### src/design/sdfph_pkg.sv
// Shared types, constants and helpers for the decimal-field to hex-text converter.
`default_nettype none
package sdfph_pkg;

  // One input character and its line-start flag
  typedef struct packed {
    logic [7:0] char_code;
    logic       start_of_line;
  } in_item_t;

  // One output character and its end-of-run flag
  typedef struct packed {
    logic [7:0] out_char;
    logic       last_char;
  } out_item_t;

  localparam int unsigned WordWidth     = 32;
  localparam int unsigned AccWidth      = 16;
  localparam int unsigned QueueDepth    = 2;
  localparam int unsigned QueuePtrWidth = $clog2(QueueDepth);

  // Line layout: five fields of six slots (sign, four digits, separator)
  localparam logic [2:0] SlotSign  = 3'd0;
  localparam logic [2:0] SlotLastDigit = 3'd4;
  localparam logic [2:0] SlotLast  = 3'd5;
  localparam logic [2:0] FieldLast = 3'd4;

  // Output run: '0', 'x', eight hex digits, newline
  localparam logic [3:0] IdxZero    = 4'd0;
  localparam logic [3:0] IdxX       = 4'd1;
  localparam logic [3:0] IdxNewline = 4'd10;

  localparam logic [7:0] CharMinus   = 8'h2D;
  localparam logic [7:0] CharZero    = 8'h30;
  localparam logic [7:0] CharX       = 8'h78;
  localparam logic [7:0] CharNewline = 8'h0A;
  localparam logic [7:0] CharUpperA  = 8'h41;

  // Map a nibble to its uppercase ASCII hex digit
  function automatic logic [7:0] hex_char(input logic [3:0] nib);
    logic [7:0] res;
    if (nib >= 4'd10) begin
      res = CharUpperA + {4'd0, nib} - 8'd10;
    end else begin
      res = CharZero + {4'd0, nib};
    end
    return res;
  endfunction

endpackage
`default_nettype wire

### src/design/sdfph_front.sv
// Front end: tracks line position, accumulates signed fields, packs the word.
`default_nettype none
module sdfph_front
  import sdfph_pkg::*;
(
  input  wire logic                 clk_i,
  input  wire logic                 rst_ni,
  input  wire logic                 accept_i,
  input  wire in_item_t             item_i,
  output logic                      word_valid_o,
  output logic [WordWidth-1:0]      word_o
);

  logic [2:0]           slot_q, slot_d;
  logic [2:0]           field_q, field_d;
  logic                 neg_q, neg_d;
  logic [AccWidth-1:0]  acc_q, acc_d;
  logic [WordWidth-1:0] word_q, word_d;

  logic [2:0]           slot_cur, field_cur;
  logic [AccWidth-1:0]  acc_next, val;
  logic [WordWidth-1:0] word_base, field_bits;

  // Resolve the current position, honoring a forced line start
  always_comb begin
    slot_cur  = item_i.start_of_line ? SlotSign : slot_q;
    field_cur = item_i.start_of_line ? 3'd0 : field_q;
  end

  // Accumulate acc*10 + (char - '0') modulo 2^16 and apply the sign
  always_comb begin
    acc_next = (acc_q << 3) + (acc_q << 1) + {8'd0, item_i.char_code}
               - AccWidth'(CharZero);
    val      = neg_q ? (AccWidth'(0) - acc_next) : acc_next;
  end

  // Mask and place the finished field
  always_comb begin
    case (field_cur)
      3'd0:    field_bits = {29'd0, val[2:0]};
      3'd1:    field_bits = {21'd0, val[7:0], 3'd0};
      3'd2:    field_bits = {16'd0, val[4:0], 11'd0};
      3'd3:    field_bits = {11'd0, val[4:0], 16'd0};
      3'd4:    field_bits = {val[10:0], 21'd0};
      default: field_bits = '0;
    endcase
  end

  // Next state for an accepted character
  always_comb begin
    slot_d       = slot_q;
    field_d      = field_q;
    neg_d        = neg_q;
    acc_d        = acc_q;
    word_d       = word_q;
    word_valid_o = 1'b0;
    word_base    = (slot_cur == SlotSign && field_cur == 3'd0) ? '0 : word_q;
    if (accept_i) begin
      word_d = word_base;
      if (slot_cur == SlotSign) begin
        neg_d = (item_i.char_code == CharMinus);
        acc_d = '0;
      end else if (slot_cur <= SlotLastDigit) begin
        acc_d = acc_next;
        if (slot_cur == SlotLastDigit) begin
          word_d = word_base | field_bits;
          word_valid_o = (field_cur == FieldLast);
        end
      end
      // Advance position; wrap after the last separator
      if (slot_cur == SlotLast) begin
        slot_d  = SlotSign;
        field_d = (field_cur == FieldLast) ? 3'd0 : field_cur + 3'd1;
      end else begin
        slot_d  = slot_cur + 3'd1;
        field_d = field_cur;
      end
    end
  end

  assign word_o = word_d;

  always_ff @(posedge clk_i or negedge rst_ni) begin
    if (!rst_ni) begin
      slot_q  <= SlotSign;
      field_q <= 3'd0;
      neg_q   <= 1'b0;
      acc_q   <= '0;
      word_q  <= '0;
    end else begin
      slot_q  <= slot_d;
      field_q <= field_d;
      neg_q   <= neg_d;
      acc_q   <= acc_d;
      word_q  <= word_d;
    end
  end

endmodule
`default_nettype wire

### src/design/sdfph_queue.sv
// Two-entry queue of packed words between the front and back ends.
`default_nettype none
module sdfph_queue
  import sdfph_pkg::*;
(
  input  wire logic                 clk_i,
  input  wire logic                 rst_ni,
  input  wire logic                 wr_i,
  input  wire logic [WordWidth-1:0] wr_data_i,
  input  wire logic                 rd_i,
  output logic [WordWidth-1:0]      rd_data_o,
  output logic                      full_o,
  output logic                      empty_o
);

  logic [WordWidth-1:0]     mem_q [QueueDepth];
  logic [QueuePtrWidth-1:0] wptr_q, rptr_q;
  logic [QueuePtrWidth:0]   count_q;

  assign full_o    = (count_q == (QueuePtrWidth+1)'(QueueDepth));
  assign empty_o   = (count_q == '0);
  assign rd_data_o = mem_q[rptr_q];

  // Store a word
  always_ff @(posedge clk_i) begin
    if (wr_i) begin
      mem_q[wptr_q] <= wr_data_i;
    end
  end

  // Advance pointers and occupancy
  always_ff @(posedge clk_i or negedge rst_ni) begin
    if (!rst_ni) begin
      wptr_q  <= '0;
      rptr_q  <= '0;
      count_q <= '0;
    end else begin
      if (wr_i) begin
        wptr_q <= wptr_q + QueuePtrWidth'(1);
      end
      if (rd_i) begin
        rptr_q <= rptr_q + QueuePtrWidth'(1);
      end
      count_q <= count_q + (QueuePtrWidth+1)'(wr_i) - (QueuePtrWidth+1)'(rd_i);
    end
  end

endmodule
`default_nettype wire

### src/design/sdfph_back.sv
// Back end: expands one packed word into the eleven-character hex run.
`default_nettype none
module sdfph_back
  import sdfph_pkg::*;
(
  input  wire logic                 clk_i,
  input  wire logic                 rst_ni,
  input  wire logic                 q_empty_i,
  input  wire logic [WordWidth-1:0] q_data_i,
  output logic                      q_rd_o,
  input  wire logic                 pop_i,
  output logic                      empty_o,
  output out_item_t                 out_o
);

  logic                 busy_q, busy_d;
  logic [3:0]           idx_q, idx_d;
  logic [WordWidth-1:0] word_q, word_d;
  logic [2:0]           nib_sel;
  logic                 done;

  assign empty_o = !busy_q;
  assign done    = busy_q && pop_i && (idx_q == IdxNewline);

  // Load the next word when idle or when the current run finishes
  always_comb begin
    busy_d = busy_q;
    idx_d  = idx_q;
    word_d = word_q;
    q_rd_o = 1'b0;
    if (!busy_q || done) begin
      busy_d = !q_empty_i;
      q_rd_o = !q_empty_i;
      idx_d  = IdxZero;
      word_d = q_data_i;
    end else if (pop_i) begin
      idx_d = idx_q + 4'd1;
    end
  end

  // Select the character for the current index
  always_comb begin
    nib_sel = 3'(4'd9 - idx_q);
    out_o.last_char = (idx_q == IdxNewline);
    case (idx_q) inside
      IdxZero:    out_o.out_char = CharZero;
      IdxX:       out_o.out_char = CharX;
      [4'd2:4'd9]: out_o.out_char = hex_char(word_q[{nib_sel, 2'b00} +: 4]);
      IdxNewline: out_o.out_char = CharNewline;
      default:    out_o.out_char = CharNewline;
    endcase
  end

  always_ff @(posedge clk_i or negedge rst_ni) begin
    if (!rst_ni) begin
      busy_q <= 1'b0;
      idx_q  <= IdxZero;
    end else begin
      busy_q <= busy_d;
      idx_q  <= idx_d;
    end
  end

  always_ff @(posedge clk_i) begin
    word_q <= word_d;
  end

endmodule
`default_nettype wire

### src/design/signed_decimal_fields_to_packed_hex_core.sv
// Top level: decimal-field line parser feeding a hex text serializer.
//
// Input channel: one ASCII character per request (push/full). A line holds
// five fields of a sign and four digits at positions 6k..6k+4; other
// positions are separators. start_of_line forces position 0.
// Output channel: empty/pop queue of characters. After the last digit of a
// line the block offers "0x", eight uppercase hex digits of the packed word
// and a newline flagged by last_char.
// Throughput: one character per cycle on input while full is low. After the
// edge that accepts the last digit, the word is written into the queue and
// then loaded into the serializer, and empty falls; the run then drains at
// one character per cycle while pop is high, and a queued word starts its run right after a newline.
// A two-word queue sits between the parser and the serializer, so parsing
// continues while the receiver stalls; full rises only when two finished
// words wait behind a stalled run.
// Reset clears the position, accumulator, packed word, queue and run.
`default_nettype none
module signed_decimal_fields_to_packed_hex_core
  import sdfph_pkg::*;
(
  input  wire logic      clk_i,
  input  wire logic      rst_ni,
  input  wire logic      push,
  output logic           full,
  input  wire in_item_t  in_data_i,
  output logic           empty,
  input  wire logic      pop,
  output out_item_t      out_data_o
);

  logic                 accept;
  logic                 word_valid;
  logic [WordWidth-1:0] word;
  logic                 q_rd, q_empty;
  logic [WordWidth-1:0] q_data;

  assign accept = push && !full;

  sdfph_front u_front (
    .clk_i        (clk_i),
    .rst_ni       (rst_ni),
    .accept_i     (accept),
    .item_i       (in_data_i),
    .word_valid_o (word_valid),
    .word_o       (word)
  );

  sdfph_queue u_queue (
    .clk_i     (clk_i),
    .rst_ni    (rst_ni),
    .wr_i      (word_valid),
    .wr_data_i (word),
    .rd_i      (q_rd),
    .rd_data_o (q_data),
    .full_o    (full),
    .empty_o   (q_empty)
  );

  sdfph_back u_back (
    .clk_i     (clk_i),
    .rst_ni    (rst_ni),
    .q_empty_i (q_empty),
    .q_data_i  (q_data),
    .q_rd_o    (q_rd),
    .pop_i     (pop),
    .empty_o   (empty),
    .out_o     (out_data_o)
  );

endmodule
`default_nettype wire
### config.mk
export PLATFORM = sky130hd
export DESIGN_NAME = signed_decimal_fields_to_packed_hex_core
export DESIGN_NICKNAME = d
export VERILOG_FILES = /design/src/design/sdfph_pkg.sv /design/src/design/sdfph_front.sv /design/src/design/sdfph_queue.sv /design/src/design/sdfph_back.sv /design/src/design/signed_decimal_fields_to_packed_hex_core.sv
export SDC_FILE = /design/constraint.sdc
export NUM_CORES = 1
export LEC_CHECK = 0
export ABC_AREA = 0
export BUFFER_PORTS_ARGS = -buffer_cell sky130_fd_sc_hd__buf_2
export CORE_MARGIN = 4
export CORE_UTILIZATION = 55
export CTS_CLUSTER_DIAMETER = 200
export DETAILED_ROUTE_END_ITERATION = 8
export PLACE_DENSITY_LB_ADDON = 0.08
export REMOVE_ABC_BUFFERS = 1
export SKIP_CTS_REPAIR_TIMING = 1
export SYNTH_ARGS = -nofsm -noshare
export SYNTH_HDL_FRONTEND = slang
export SYNTH_SLANG_ARGS = --single-unit
### constraint.sdc
create_clock -name clk_i -period 6.4 [get_ports clk_i]
set_input_delay 0.64 -clock clk_i [delete_from_list [all_inputs] [get_ports clk_i]]
set_output_delay 0.64 -clock clk_i [all_outputs]
set_load 0.01 [all_outputs]
==> results of run 1 <==
==> cells in the mapped netlist (2+ instances only) <==
cell type,instances,area share [%]
nor2_1,21,1.1
clkbuf_1,11,0.56
a22o_1,15,1.8
a211oi_1,3,0.31
edfxtp_1,96,39
o31ai_1,2,0.21
nand3_1,5,0.34
xnor2_1,13,1.6
a2111o_1,2,0.31
mux2_2,34,5.2
o21ai_0,34,2.3
nand2b_1,5,0.43
o21a_1,3,0.31
xor2_1,7,0.84
buf_4,2,0.21
buf_6,2,0.31
inv_1,51,2.6
a32o_1,4,0.55
nor3_1,4,0.27
nand2_1,52,2.7
mux4_2,7,2.2
a21o_1,2,0.21
a21oi_1,12,0.82
fa_1,6,1.6
or3_1,2,0.17
o22ai_1,3,0.26
ha_1,36,6.2
nor3b_1,3,0.31
o21ai_1,4,0.27
dfrtp_1,58,20
and3_1,3,0.26
and2_1,6,0.51
mux2i_1,3,0.41
a41oi_1,2,0.24
==> area by class of cell <==
type	instances	area (sq um)
timing repair buffer	28	155
tap	172	215
sequential	154	4340
clock inverter	7	91.3
inverter	51	191
multi-input combinational	327	2660
fill	1013	4690
clock buffer	25	485
==> worst max-delay path, cell delays in order, from the launching register on <==
cell      delay (ps)
dfrtp_1          760
mux4_1           700
mux2i_1          280
inv_1             80
ha_1             260
o21ai_4          230
o221ai_2         130
and2_1           180
buf_2            130
==> cells by family after synthesis <==
| family | after synthesis |
|---|---|
| muxes | 46 |
| and+or+nand+nor | 114 |
| adders and majority gates | 42 |
| other | 1 |
| buffers and inverters | 70 |
| xor gates and xnor gates | 20 |
| DFF | 154 |
| AOI/OAI and AO/OA | 104 |
==> state kept, by name (all words and copies together), names as in the netlist, 2 cells and up <==
| name | count |
|---|---|
| u_queue.count_q | 2 |
| u_queue.mem_q | 64 |
| u_front.slot_q | 3 |
| u_back.word_q | 32 |
| u_back.idx_q | 4 |
| u_front.word_q | 32 |
| u_front.acc_q | 10 |
| u_front.field_q | 3 |
==> worst max path at each step <==
stage          slack [ps]  depth (start not counted)       startpoint                   end
3_3_place_gp         2570                         14     in_data_i[4]  u_queue.mem_q[0][29]
3_5_place_dp         2450                         14     in_data_i[4]  u_queue.mem_q[1][29]
2_1_floorplan        2870                         13     in_data_i[4]  u_queue.mem_q[0][29]
4_1_cts              2500                          8  u_back.idx_q[0]         out_data_o[2]
6_report             2590                          8  u_back.idx_q[0]         out_data_o[2]
5_1_grt              2330                          8  u_back.idx_q[0]         out_data_o[2]
==> routing by layer <==
layer	wire, um	GRT usage [%]	up-vias
li1	-	-	2048
met1	6260	26.5	2149
met2	6620	32.1	68
met3	382	3.98	24
met4	234	7.27	0
met5	0	0	-
==> stage by stage <==
step | cell area, sq um | total power (W)
finish | 8140 | 0.00398
global route | 8140 | 0.00425
CTS | 8140 | 0.00401
detailed placement | 7560 | 0.00303
global placement | 7560 | 0.00300
floorplan | 7180 | 0.00259
==> report_power, final <==
group          switching, W  leakage (nW)  internal, W  total, W
Sequential         0.000141          1.67      0.00119   0.00133
Combinational      0.000957          1.38     0.000725   0.00168
Clock              0.000368         0.281     0.000603  0.000972
Total               0.00147          3.33      0.00252   0.00398
==> results.json, run 1 <==
{
  "status": "finished, final reports clean",
  "synthDistinctLibCells": 72,
  "die_area_sq_um": 15200,
  "syn_avg_cell_area_sq_um": 13.3,
  "drive_above_1_share_pct": 19.3,
  "layout_commonest_cell": "edfxtp_1",
  "cts_buffer_depth": 2,
  "drtAntennaViolNets": 0,
  "syn-instance-count": 551,
  "synth-xor-area-share_pct": 2.40,
  "area_growth_pct": 11.3,
  "place_inst": 732,
  "synthSimpleGateAreaFrac_pct": 7.60,
  "r2r_cells": 13,
  "max_cap_violations": 0,
  "initial_utilization_pct": 57.0,
  "slew_headroom_pct": 46.7,
  "post-dp-hpwl_um": 9490,
  "timing.rr.start": "u_front.acc_q[0]",
  "gp_congestion": 0.837,
  "fp.dieH_um": 123,
  "synth-edff-count": 96,
  "synth_seq_area_share_pct": 59.3,
  "port_buffers": 22,
  "finClkSkew_ps": 6.92,
  "timing.rr.end": "u_queue.mem_q[0][29]",
  "layout_common_cells": "edfxtp_1 (96), dfrtp_1 (57), nand2_1 (52)",
  "fin_cells": 764,
  "synthAdderAreaFrac_pct": 7.81,
  "htree_levels": 4,
  "cts.clk_slew.worst_paths_ps": 60,
  "vias": 4289,
  "vias_per_cell": 5.61,
  "grt_antenna_before_repair": 0,
  "cp.arrival_ps": 3170,
  "cp_max_fo": 13,
  "clock_latency_ps": 420,
  "dp_slack_ps": 2450,
  "setup_ws_ps": 2590,
  "cts-root-buf": "clkbuf_16",
  "core_sq_um": 12800,
  "power_density_nw_per_um2": 490,
  "diodes": 0,
  "firstDrtPassIters": 4,
  "syn_area_sq_um": 7310,
  "synth_warnings": 0,
  "grt_pass1_vias": 4389,
  "ys.flop_type": "edfxtp_1",
  "drv_slew": 0,
  "ir_worst_vdd_mv": 0.333,
  "leakage_nw": 3.33,
  "end_kind": "primary output",
  "cts_tree": "done",
  "holdWs_ps": 386,
  "wl_per_cell_um": 17.7,
  "rsz0062_at_grt": "false",
  "cts_sinks": 154,
  "grt_pass1_wl_um": 22500,
  "fin_crit_sh_pct": 59.6,
  "required_ps": 5760,
  "synth-async-reset-ratio_pct": 37.7,
  "finalSetupTns_ps": 0,
  "grt_start_max_net_pins": 59,
  "die_w_um": 123,
  "routed_wl_um": 13500,
  "fmax_mhz": 262,
  "grt-ovfl-total": 0,
  "crit_path_start_kind": "register",
  "cts_buffers": 17,
  "final_util_pct": 63.4,
  "hold_path.class": "input pin to async pin",
  "drc": 0,
  "ys_seq_elements": 154,
  "crit_type": "register to primary output",
  "worst_pin_slew_ps": 799,
  "hold_viol": 0,
  "synth-compound-area-share_pct": 10.2,
  "rows": 41,
  "period_minus_slack_ps": 3810,
  "reg2reg_slack_ps": 2800,
  "setup_viol": 0,
  "drt_iter0_drc": 231,
  "layout.nets": 634,
  "synth_mux_area_share_pct": 8.35,
  "io_pins": 24,
  "synth_top_family_by_area": "compound AO/OA/AOI/OAI gates",
  "track_usage_pct": 19.7
}
Note: power is estimated with default switching activity, not from simulation.
==> inputs of run 2 (changes only) <==
clock period = 3.6 ns   (was 6.4 ns; I/O delays follow)
==> results.json, run 2 (synthesized netlist as in run 1, its figures left out) <==
{
  "htree_levels": 4,
  "initial_utilization_pct": 57.0,
  "grt-ovfl-total": 0,
  "wl_met1_um": 6260,
  "cts_buffer_depth": 2,
  "layout_commonest_cell": "edfxtp_1",
  "clock_latency_ps": 420,
  "ff_latch_area_sq_um": 4340,
  "area_growth_pct": 12.1,
  "power.total_w": 0.00704,
  "drt_iter0_drc": 247,
  "cp.arrival_ps": 3010,
  "core_sq_um": 12800,
  "hold_viol": 0,
  "port_buffers": 22,
  "cts_tree": "done",
  "cts_sinks": 154,
  "slew_headroom_pct": 38.9,
  "leakage_nw": 3.35,
  "routed_wl_um": 13200,
  "nFillCells": 989,
  "fmax_mhz": 297,
  "grt_pass1_wl_um": 21800,
  "top_register": "u_queue.mem_q",
  "die_w_um": 123,
  "route.met2.wl_um": 6380,
  "fp.dieH_um": 123,
  "top_regs": "u_queue.mem_q: 64 flops, u_back.word_q: 32 flops, u_front.word_q: 32 flops",
  "track_usage_pct": 19.2,
  "hold_path.class": "input pin to async pin",
  "crit_path_start_kind": "register",
  "firstDrtPassIters": 4,
  "rows": 41,
  "crit_type": "register to primary output",
  "cts.clk_slew.worst_paths_ps": 60,
  "power_density_nw_per_um2": 859,
  "vias_per_cell": 5.46,
  "io_pins": 24,
  "diodes": 0,
  "fin_crit_sh_pct": 93.7,
  "layout_common_cells": "edfxtp_1 (96), dfrtp_1 (57), nand2_1 (52)",
  "ir_worst_vdd_mv": 0.701,
  "cts-root-buf": "clkbuf_16",
  "holdWs_ps": 65.4,
  "grt_start_max_net_pins": 38,
  "grt_pass1_vias": 4210,
  "period_minus_slack_ps": 3370,
  "wl_met3_um": 369,
  "drv_slew": 0,
  "end_kind": "primary output",
  "wl_per_cell_um": 17.1,
  "rsz0062_at_grt": "true",
  "cp_max_fo": 9,
  "drtAntennaViolNets": 0,
  "top_layer": "met4",
  "max_cap_violations": 0,
  "layout.nets": 640,
  "drive_above_1_share_pct": 20.6,
  "grt_antenna_before_repair": 0,
  "finClkSkew_ps": 11.0,
  "die_area_sq_um": 15200,
  "post-dp-hpwl_um": 9280,
  "drc": 0,
  "setup_viol": 0,
  "worst_pin_slew_ps": 917,
  "vias": 4204,
  "status": "finished, final reports clean",
  "largest_reg_flops": 64,
  "multi_input_area_sq_um": 2680,
  "cts_buffers": 17,
  "required_ps": 3240,
  "gp_congestion": 0.832
}
==> run 2: cell types whose count changed in the layout (fill, tap and decap cells not counted), sizes merged <==
cell      delta
buf          +6
bufinv       -1
clkinv       -3
clkbuf       +1
clkinvlp     +3
==> run 2: stage by stage <==
stage | setup TNS [ps] | worst slack [ps] | instance area, sq um | utilization (%) | cells
finish | 0 | 228 | 8190 | 63.9 | 770
global route | -4.77 | -2.55 | 8190 | 63.9 | 770
CTS | 0 | 87.4 | 8180 | 63.8 | 770
detailed placement | -79.3 | -39.7 | 7600 | 59.3 | 738
global placement | 0 | 65.4 | 7600 | 59.3 | 738
floorplan | 0 | 273 | 7180 | - | 532
==> run 2: power breakdown <==
group	switching (W)	internal [W]	total, W
clock	0.000648	0.00104	0.00169
sequential	0.000221	0.00211	0.00234
combinational	0.00171	0.00131	0.00302
total	0.00257	0.00447	0.00704
==> run 2: cell type report <==
type | count | area share (%)
Sequential cell | 154 | 52.9
Multi-Input combinational cell | 327 | 32.7
Clock buffer | 26 | 6.22
Tap cell | 172 | 2.63
Timing Repair Buffer | 34 | 2.44
Inverter | 51 | 2.34
Clock inverter | 6 | 0.779
==> run 2: per-layer routing <==
layer	track usage, %	vias up
li1	-	2063
met4	5.95	0
met5	0	-
met1	26.1	2068
met2	30.6	62
met3	5.08	11
==> run 2: path summary, 6_finish.rpt <==
path                                         start                    to  slack [ps]  cells past startpoint
worst min-delay path                        rst_ni      u_front.acc_q[8]          70                      1
worst min register to register  u_queue.count_q[0]         u_back.busy_q         500                      2
min in group clk_i                    in_data_i[0]     u_front.slot_q[2]         200                      2
max in group asynchronous                   rst_ni    u_front.word_q[27]        2690                      2
worst max-delay path               u_back.idx_q[0]         out_data_o[2]         230                      8
worst max register to register    u_front.acc_q[0]  u_queue.mem_q[1][31]         250                     13
==> run 2: critical path: stages (launching register included) <==
cell and delay [ps]:
dfrtp_1 590, mux4_1 670, mux2i_1 300, inv_1 80
ha_1 270, o21ai_4 240, o221ai_2 120, and2_1 180
buf_2 130
==> inputs of run 3 (changes only) <==
CORE_UTILIZATION = 57   (was 55)
HOLD_SLACK_MARGIN = 0.02   (was not set)
RECOVER_POWER = 100   (was not set)
==> results.json, run 3 (synthesized netlist as in run 1, its figures left out) <==
{
  "finalSetupTns_ps": 0,
  "routed_wl_um": 13500,
  "diodes": 0,
  "rows": 41,
  "cts_buffer_depth": 2,
  "fmax_mhz": 295,
  "hold_viol": 0,
  "required_ps": 3820,
  "cp.arrival_ps": 3610,
  "io_pins": 24,
  "crit_chain": "inv_1, fa_1, inv_1, ha_1, ha_1, inv_1, fa_1, or2b_1, a21oi_1, xor2_2, o31ai_1, xor2_1, o21ai_0",
  "ir_worst_vdd_mv": 0.703,
  "crit_type": "register to register",
  "fin_area_sq_um": 8150,
  "firstDrtPassIters": 4,
  "status": "finished, violations left",
  "period_minus_slack_ps": 3390,
  "crit_path_start_kind": "register",
  "worst_pin_slew_ps": 2120,
  "setup_viol": 0,
  "slowest_stage": "fa_1",
  "layout.nets": 639,
  "layout_commonest_cell": "edfxtp_1",
  "post-dp-hpwl_um": 9340,
  "grt_start_max_net_pins": 39,
  "leakage_nw": 3.32,
  "cts_tree": "done",
  "nFillCells": 959,
  "grt-ovfl-total": 0,
  "fp.dieH_um": 121,
  "htree_levels": 4,
  "top_register": "u_queue.mem_q",
  "grt_antenna_before_repair": 0,
  "fin_crit_sh_pct": 94.2,
  "worst_path_largest_cell_delay_ps": 500,
  "end_kind": "register",
  "crit_top_cell": "inv_1",
  "wl_per_cell_um": 17.6,
  "grt_pass1_wl_um": 22500,
  "die_area_sq_um": 14700,
  "largest_reg_flops": 64,
  "slew_headroom_pct": -41.0,
  "drc": 0,
  "vias": 4268,
  "cts_sinks": 154,
  "vias_per_cell": 5.55,
  "violations": "max-capacitance violations, max-slew violations",
  "max_cap_violations": 2,
  "final_util_pct": 64.8,
  "grt_pass1_vias": 4311,
  "power_density_nw_per_um2": 868,
  "gp_congestion": 0.835,
  "core_sq_um": 12600,
  "hold_path.class": "input pin to register",
  "initial_utilization_pct": 58.1,
  "drt_iter0_drc": 186,
  "cp.buffers_inverters": 3,
  "critical_path.top_delay_family": "adder cells",
  "clock_latency_ps": 410,
  "placed_area_sq_um": 7590,
  "cp_max_fo": 5,
  "port_buffers": 22,
  "cts.clk_slew.worst_paths_ps": 50,
  "track_usage_pct": 20.4,
  "finClkSkew_ps": 8.06,
  "cts_buffers": 17,
  "top_regs": "u_queue.mem_q: 64 flops, u_back.word_q: 32 flops, u_front.word_q: 32 flops",
  "area_growth_pct": 11.5,
  "cts-root-buf": "clkbuf_16",
  "layout_common_cells": "edfxtp_1 (96), dfrtp_1 (58), nand2_1 (52)",
  "drtAntennaViolNets": 0,
  "drv_slew": 73,
  "drive_above_1_share_pct": 16.4,
  "die_w_um": 121,
  "rsz0062_at_grt": "false"
}
-- run 3: changes by cell type in the layout (fill, tap and decap cells not counted), sizes merged --
cell and delta:
buf -17, bufinv +1, clkbuf +14, clkinv +4, clkinvlp -3
-- run 3: area by class of cell --
cell class	count	area [sq um]	share of cell area, %
timing repair buffer	33	160	1.97
clock buffer	24	492	6.04
inverter	51	191	2.35
multi-input combinational	327	2660	32.7
sequential	154	4330	53.2
tap	172	215	2.64
clock inverter	8	92.6	1.14
-- run 3: per-layer routing --
layer  vias up  wire [um]  GRT usage (%)
met5         -          0              0
met4         0        136           6.37
met3        13        560           4.71
met2        85       6740           33.2
met1      2115       6080           27.7
li1       2055          -              -
-- run 3: metrics by stage --
stage	cells	hold slack (ps)	setup slack, ps	power, W
after floorplan	532	64.4	273	0.00460
after global routing	769	213	25.2	0.00759
after CTS	769	91.6	86.2	0.00714
final	769	208	208	0.00707
after detailed placement	737	479	-7.73	0.00540
after global placement	737	474	73.8	0.00532
-- run 3: report_power, final --
group,internal [W],leakage [nW],switching [W],total (W)
registers,0.00212,1.67,0.000144,0.00226
clock network,0.00109,0.290,0.000648,0.00174
logic,0.00128,1.36,0.00179,0.00307
total,0.00449,3.32,0.00258,0.00707
-- run 3: path summary, 6_finish.rpt --
check                                      start                   end  slack (ps)  cells after the start
worst max-delay path            u_front.acc_q[0]  u_queue.mem_q[0][30]         210                     13
worst min-delay path                in_data_i[0]     u_front.slot_q[1]         210                      2
worst max register to register  u_front.acc_q[0]  u_queue.mem_q[0][30]         210                     13
worst min register to register  u_front.acc_q[4]      u_front.acc_q[4]         490                      2
max in group asynchronous                 rst_ni    u_front.word_q[11]        1100                      2
min in group asynchronous                 rst_ni      u_front.acc_q[8]         550                      1
